===== src/srq_pkg.sv =====
package srq_pkg;

    localparam logic [2:0] REG_VALUE_KIND = 3'd0;
    localparam logic [2:0] REG_EVENT_MASK = 3'd1;
    localparam logic [2:0] REG_PERIOD     = 3'd2;
    localparam logic [2:0] REG_UPPER      = 3'd3;
    localparam logic [2:0] REG_LOWER      = 3'd4;

    localparam logic [1:0] KIND_BOOL  = 2'd0;
    localparam logic [1:0] KIND_INT   = 2'd1;
    localparam logic [1:0] KIND_FLOAT = 2'd2;

    localparam logic [1:0] FUNC_SAMPLE  = 2'd0;
    localparam logic [1:0] FUNC_FORCE   = 2'd1;
    localparam logic [1:0] FUNC_CONFIRM = 2'd2;

    localparam logic [9:0] MS_PER_SECOND = 10'd1000;

    localparam logic [2:0] BYTES_NONE  = 3'd0;
    localparam logic [2:0] BYTES_BOOL  = 3'd1;
    localparam logic [2:0] BYTES_WORD  = 3'd4;

    function automatic logic is_nan(input logic [31:0] a);
        return (a[30:23] == 8'hff) && (a[22:0] != 23'd0);
    endfunction

    // IEEE a < b, false if either is NaN; +0 equals -0
    function automatic logic flt_lt(input logic [31:0] a, input logic [31:0] b);
        logic both_zero;
        both_zero = (a[30:0] == 31'd0) && (b[30:0] == 31'd0);
        if (is_nan(a) || is_nan(b) || both_zero) return 1'b0;
        if (a[31] != b[31]) return a[31];
        if (a[31]) return a[30:0] > b[30:0];
        return a[30:0] < b[30:0];
    endfunction

    function automatic logic flt_eq(input logic [31:0] a, input logic [31:0] b);
        if (is_nan(a) || is_nan(b)) return 1'b0;
        if ((a[30:0] == 31'd0) && (b[30:0] == 31'd0)) return 1'b1;
        return a == b;
    endfunction

endpackage


===== src/sensor_report_qualifier.sv =====
// Channel   Dir  Transfer when             Payload
// in        in   i_valid & o_ready         i_func, i_sample_bits, i_now_ms, i_want_ack
// out       out  o_valid & i_ready         o_report, o_report_bits, o_report_bytes
// cfg       in   psel & penable & pwrite   paddr, pwdata (pready always high)
//
// One item per cycle: the decision and state update are one combinational pass
// from the accepted item into the output register; state updates on acceptance.
// The result shows in the next cycle. A new item is taken whenever the output
// register is empty or is drained in the same cycle. Synchronous active-low reset
// sets control and state registers to their reset values and empties the output.
module sensor_report_qualifier
    import srq_pkg::*;
(
    input  logic        i_clk,
    input  logic        i_rst_n,
    input  logic        i_valid,
    output logic        o_ready,
    input  logic [1:0]  i_func,
    input  logic [31:0] i_sample_bits,
    input  logic [31:0] i_now_ms,
    input  logic        i_want_ack,
    output logic        o_valid,
    input  logic        i_ready,
    output logic        o_report,
    output logic [31:0] o_report_bits,
    output logic [2:0]  o_report_bytes,
    input  logic        psel,
    input  logic        penable,
    input  logic        pwrite,
    input  logic [4:0]  paddr,
    input  logic [31:0] pwdata,
    output logic [31:0] prdata,
    output logic        pready
);

    logic [1:0]  r_kind;
    logic [3:0]  r_mask;
    logic [15:0] r_period;
    logic [31:0] r_upper, r_lower;
    logic [31:0] r_held, n_held;
    logic [31:0] r_last_ms, n_last_ms;
    logic        r_pending, n_pending;
    logic        r_above, n_above;
    logic        r_below, n_below;
    logic        r_out_valid;
    logic        r_out_report, n_out_report;
    logic [31:0] r_out_bits;
    logic [2:0]  r_out_bytes, n_out_bytes;

    logic        in_xfer, cfg_wr;
    logic [2:0]  reg_idx;
    logic [25:0] period_ms;
    logic        timeout, chg, up, low, fire;

    assign o_ready = !r_out_valid || i_ready;
    assign in_xfer = i_valid && o_ready;
    assign pready  = 1'b1;
    assign cfg_wr  = psel && penable && pwrite;
    assign reg_idx = paddr[4:2];

    always_comb begin
        unique case (reg_idx)
            REG_VALUE_KIND: prdata = {30'd0, r_kind};
            REG_EVENT_MASK: prdata = {28'd0, r_mask};
            REG_PERIOD:     prdata = {16'd0, r_period};
            REG_UPPER:      prdata = r_upper;
            REG_LOWER:      prdata = r_lower;
            default:        prdata = 32'd0;
        endcase
    end

    assign period_ms = r_period * MS_PER_SECOND;

    always_comb begin
        n_held = r_held;
        n_last_ms = r_last_ms;
        n_pending = r_pending;
        n_above = r_above;
        n_below = r_below;
        n_out_report = 1'b0;
        n_out_bytes = BYTES_NONE;
        timeout = r_mask[1] && ((i_now_ms - r_last_ms) >= {6'd0, period_ms});
        chg = 1'b0;
        up = 1'b0;
        low = 1'b0;
        fire = 1'b0;
        unique case (r_kind)
            KIND_INT: begin
                chg = i_sample_bits != r_held;
                up  = $signed(i_sample_bits) > $signed(r_upper);
                low = $signed(i_sample_bits) < $signed(r_lower);
            end
            KIND_FLOAT: begin
                chg = !flt_eq(i_sample_bits, r_held);
                up  = flt_lt(r_upper, i_sample_bits);
                low = flt_lt(i_sample_bits, r_lower);
            end
            default: chg = i_sample_bits[0] != r_held[0];
        endcase
        chg = chg && r_mask[0];
        up  = up && r_mask[2];
        low = low && r_mask[3];
        unique case (i_func)
            FUNC_FORCE:   n_pending = 1'b1;
            FUNC_CONFIRM: n_pending = 1'b0;
            FUNC_SAMPLE: begin
                if (timeout) n_last_ms = i_now_ms;
                if (r_kind == KIND_BOOL) begin
                    if (r_pending || timeout || chg) begin
                        n_held = {31'd0, i_sample_bits[0]};
                        n_pending = i_want_ack;
                        n_out_report = 1'b1;
                        n_out_bytes = BYTES_BOOL;
                    end
                end else if (r_kind == KIND_INT || r_kind == KIND_FLOAT) begin
                    fire = r_pending || timeout || chg || (up && !r_above)
                        || (low && !r_below);
                    if (fire) begin
                        n_held = i_sample_bits;
                        n_pending = i_want_ack;
                        n_out_report = 1'b1;
                        n_out_bytes = BYTES_WORD;
                    end
                    n_above = up;
                    n_below = low;
                end
            end
            default: ;
        endcase
    end

    always_ff @(posedge i_clk) begin
        if (!i_rst_n) begin
            r_kind <= KIND_INT;
            r_mask <= 4'd0;
            r_period <= 16'd0;
            r_upper <= 32'd0;
            r_lower <= 32'd0;
            r_held <= 32'd0;
            r_last_ms <= 32'd0;
            r_pending <= 1'b0;
            r_above <= 1'b0;
            r_below <= 1'b0;
            r_out_valid <= 1'b0;
        end else begin
            if (cfg_wr) begin
                unique case (reg_idx)
                    REG_VALUE_KIND: r_kind <= pwdata[1:0];
                    REG_EVENT_MASK: r_mask <= pwdata[3:0];
                    REG_PERIOD:     r_period <= pwdata[15:0];
                    REG_UPPER:      r_upper <= pwdata;
                    REG_LOWER:      r_lower <= pwdata;
                    default: ;
                endcase
            end
            if (in_xfer) begin
                r_held <= n_held;
                r_last_ms <= n_last_ms;
                r_pending <= n_pending;
                r_above <= n_above;
                r_below <= n_below;
                r_out_valid <= 1'b1;
            end else if (i_ready) begin
                r_out_valid <= 1'b0;
            end
        end
    end

    always_ff @(posedge i_clk) begin
        if (in_xfer) begin
            r_out_report <= n_out_report;
            r_out_bits <= n_held;
            r_out_bytes <= n_out_bytes;
        end
    end

    assign o_valid = r_out_valid;
    assign o_report = r_out_report;
    assign o_report_bits = r_out_bits;
    assign o_report_bytes = r_out_bytes;

    // a pending result that is not taken must not be overwritten
    a_no_overwrite: assert property (@(posedge i_clk) disable iff (!i_rst_n)
        (r_out_valid && !i_ready) |-> !o_ready)
        else $error("output overwritten");

    // report and byte count agree
    a_bytes: assert property (@(posedge i_clk) disable iff (!i_rst_n)
        r_out_valid |-> (o_report == (o_report_bytes != BYTES_NONE)))
        else $error("report/bytes mismatch");

    // a boolean report leaves a 0/1 held value
    a_bool_held: assert property (@(posedge i_clk) disable iff (!i_rst_n)
        (r_out_valid && o_report_bytes == BYTES_BOOL) |-> (o_report_bits[31:1] == 31'd0))
        else $error("bool held value wide");

endmodule


===== config.mk =====
export PLATFORM = sky130hd
export DESIGN_NAME = sensor_report_qualifier
export DESIGN_NICKNAME = d
export VERILOG_FILES = /design/src/srq_pkg.sv /design/src/sensor_report_qualifier.sv
export SDC_FILE = /design/constraint.sdc
export NUM_CORES = 1
export LEC_CHECK = 0
export ABC_AREA = 1
export CAP_MARGIN = 20
export CORE_ASPECT_RATIO = 1.1
export CORE_UTILIZATION = 55
export DETAILED_ROUTE_END_ITERATION = 10
export DONT_BUFFER_PORTS = 1
export PLACE_DENSITY = 0.67
export SYNTH_ARGS = -nofsm -noshare
export SYNTH_HDL_FRONTEND = slang
export SYNTH_SLANG_ARGS = --single-unit

===== constraint.sdc =====
create_clock -name i_clk -period 8.8 [get_ports i_clk]
set_clock_uncertainty 0.1 [all_clocks]
set_input_delay 0.44 -clock i_clk [delete_from_list [all_inputs] [get_ports i_clk]]
set_output_delay 0.44 -clock i_clk [all_outputs]
set_load 0.02 [all_outputs]

==> out/summary.log <==
[yosys] library cell occupying the most area in the post-synthesis netlist sky130_fd_sc_hd__dfxtp_1
[timing] setup repair after global routing missed its margin false
[timing] Max Slew Vio Count 0
[timing] Post-Route Setup TNS 0 ps
[die] floorplan die area 31300 um2
[timing] number of endpoints failing setup at the final stage 0
[finish] post-layout utilization of the core 0.595
[worst_setup_path] Setup Crit Path Kind reg2reg
[clocking] clock tree sinks 189
[clocking] Worst-path clk slew 80 ps
[die] chip height 185 um
[worst_setup_path] startpoint kind of the worst setup timing path register
[clocking] post-cts resize count 0
[timing] remaining max-slew budget at the tightest pin 0.325
[yosys] number of different library cells in the post-synthesis netlist 51
[yosys] Primary FF master, synth sky130_fd_sc_hd__dfxtp_1
[yosys] Syn Nets 2786
[power] leakage power total 8.40 nW
[job] count of maximum capacitance violations 0
[clocking] CTS Buffer Depth 2
[hold_path] type of the worst min-delay path in2reg
[finish] share of post-route cells with drive strength above 1 0.0368
[timing] number of hold violations in the final report 0
[worst_setup_path] Critical Path Slowest Stage Cell sky130_fd_sc_hd__fa_1
[die] die width 169 um
[timing] Final min period 7420 ps
[worst_setup_path] Max Fanout on Critical Path 17
[routing] iteration-0 DRC count of the detailed router 956
[yosys] sequential area share after synthesis 0.246
[placed_design] worst setup slack before clock tree synthesis 1410 ps
[placed_design] post-detailed-placement half-perimeter wirelength 39400 um
[grt] combined global-route utilization of all metal layers 0.318
[yosys] gate count after technology mapping 2413
[die] IO Count 182
[yosys] largest cells by area after synthesis sky130_fd_sc_hd__dfxtp_1 (18%), sky130_fd_sc_hd__ha_1 (15%), sky130_fd_sc_hd__nand2_1 (12%)
[routing] DRC violation count after routing 0
[yosys] Avg Synthesized Cell Area 6.97 um2
[finish] Area Growth Syn to Fin 5.44%
[finish] number of antenna diodes 0
[routing] DR pass1 iterations 5
[worst_setup_path] Req. time, crit path 9110 ps
[power] Power per Cell Area 124 nW/um2
[finish] storage element area 4130 um2
[yosys] flip-flop and latch count after synthesis 189
[placed_design] IO Port Bufs 0
[routing] remaining antenna violation count after routing 0
[yosys] top-area cell type share of the netlist area 0.183
[finish] most frequent cells in the layout sky130_fd_sc_hd__nand2_1 (522), sky130_fd_sc_hd__inv_1 (452), sky130_fd_sc_hd__a21oi_1 (250)
[finish] total number of nets in the final design 2752
[grt] vias in the first global route 14.9k
[timing] maximum clock frequency 0.135 GHz
[routing] vias after detailed routing 15.5k
[clocking] number of post-CTS setup repair buffers 0
[clocking] # hold bufs at CTS 2
[finish] area of the multi-input gates 10700 um2
[timing] Worst Hold Slack 21.9 ps
[finish] most frequent standard cell in the layout excluding fill and tap cells sky130_fd_sc_hd__nand2_1
[power] highest ir drop seen on vdd 0.126 mV
[routing] post-detailed-routing wire length 49000 um
[die] Core Rows 66
[die] effective utilization at floorplan 0.564
[status] result of the run finished clean
[yosys] synth warn 0
[worst_setup_path] highest cell delay on the worst timing path 600 ps
[clocking] number of H-tree levels 4
[worst_setup_path] signal arrival time at the worst endpoint 7730 ps
[yosys] share of async-settable or async-resettable flops after synthesis 0
[yosys] mapped cell area 16800 um2
[clocking] number of buffers added by the clock tree synthesis step 17
[timing] Worst Setup Slack, final 1380 ps
[clocking] TritonCTS clock tree built
[yosys] count of flip-flops with a built-in enable after synthesis 35
[grt] maximum number of pins on one net before global-route repair 139
[worst_setup_path] sort of element at the end of the critical path register
[grt] number of antenna violations at the first check in global routing 0
[timing] slew of the pin with the lowest slew margin 1000 ps
[routing] via count normalized by instance count 5.53
[die] area of the core 29800 um2
[routing] routed length per instance 17.5 um
[grt] first-pass GRT wire length 77000 um
[placed_design] gpl congestion 0.984
[grt] gr ovfl total 0
[finish] FILL cells 2926
[clocking] clock root buffer sky130_fd_sc_hd__clkbuf_16
[clocking] Clk Latency, worst-skew pair 460 ps
[timing] final period utilization 0.844
[per-stage QoR]
stage / std cells / area (um2) / power, mW
after floorplan: 2413 / 16800 / 1.31
after global placement: 2766 / 17100 / 1.40
after detailed placement: 2766 / 17100 / 1.41
after CTS: 2800 / 17700 / 2.22
after global routing: 2800 / 17700 / 2.32
final: 2800 / 17700 / 2.21
[routing by layer]
layer | GRT usage | share of wire | vias up
met4 | 0.205 | 0.064 | 0
li1 | - | - | 7768
met1 | 0.345 | 0.39 | 7155
met5 | 0 | 0 | -
met3 | 0.0596 | 0.053 | 142
met2 | 0.569 | 0.50 | 420
[critical path, delay by kind of cell (launching register included)]
family / cells / cell delay, ps
buffers and inverters: 5 / 360
adder cells (fa/ha/maj): 6 / 2690
flip-flops: 1 / 440
AND/OR/NAND/NOR: 13 / 1550
AO/OA/AOI/OAI: 11 / 1980
XOR/XNOR: 1 / 190
[synth_stat cells (8+ instances only)]
cell	instances
sky130_fd_sc_hd__a21oi_1	250
sky130_fd_sc_hd__a31oi_1	9
sky130_fd_sc_hd__clkbuf_1	52
sky130_fd_sc_hd__dfxtp_1	154
sky130_fd_sc_hd__edfxtp_1	35
sky130_fd_sc_hd__fa_1	55
sky130_fd_sc_hd__ha_1	207
sky130_fd_sc_hd__inv_1	453
sky130_fd_sc_hd__inv_2	12
sky130_fd_sc_hd__nand2_1	522
sky130_fd_sc_hd__nand2_2	10
sky130_fd_sc_hd__nand3_1	57
sky130_fd_sc_hd__nand4_1	57
sky130_fd_sc_hd__nor2_1	129
sky130_fd_sc_hd__nor3_1	19
sky130_fd_sc_hd__nor4_1	13
sky130_fd_sc_hd__o21ai_0	198
sky130_fd_sc_hd__o21ai_1	10
sky130_fd_sc_hd__o21bai_1	8
sky130_fd_sc_hd__o221ai_1	12
sky130_fd_sc_hd__o22ai_1	26
sky130_fd_sc_hd__xnor2_1	18
sky130_fd_sc_hd__xor2_1	30
[final cells by class]
| cell class | count | share of cell area |
|---|---|---|
| Tap cell | 408 | 0.0288 |
| Inverter | 469 | 0.0993 |
| Multi-Input combinational cell | 1693 | 0.601 |
| Clock buffer | 18 | 0.0242 |
| Sequential cell | 189 | 0.233 |
| Timing Repair Buffer | 9 | 0.00409 |
| Clock inverter | 14 | 0.00917 |
[sequential cells by signal, summed over array words and instances (netlist names), 4 cells and up]
| register | flops |
|---|---|
| o_report_bits | 32 |
| r_held | 32 |
| r_last_ms | 32 |
| r_lower | 32 |
| r_mask | 4 |
| r_period | 16 |
| r_upper | 32 |
[power breakdown]
part	switching, mW	leakage, nW	total, mW	internal, mW
clock network	0.380	0.285	0.805	0.426
logic	0.285	6.51	0.443	0.157
registers	0.0392	1.60	0.957	0.918
[path summary, 6_finish.rpt]
path,from,endpoint,slack (ps),cells past startpoint
min,i_rst_n,r_last_ms[31],20,2
min reg2reg,r_last_ms[19],r_last_ms[19],350,2
max reg2reg,r_period[3],r_held[18],1380,36
max,r_period[3],r_held[18],1380,36
[logic make-up (layout without fill, tap and decap cells)]
family | count (synthesis) | count (layout) | share of synthesized area
buffers and inverters | 531 | 510 | 0.120
AO/OA/AOI/OAI | 545 | 545 | 0.176
other | 2 | 2 | 0.000447
XOR/XNOR | 48 | 48 | 0.0250
adder cells (fa/ha/maj) | 262 | 262 | 0.220
flip-flops | 189 | 189 | 0.246
AND/OR/NAND/NOR | 836 | 836 | 0.213
No activity file was read; power rests on OpenSTA's default activity.
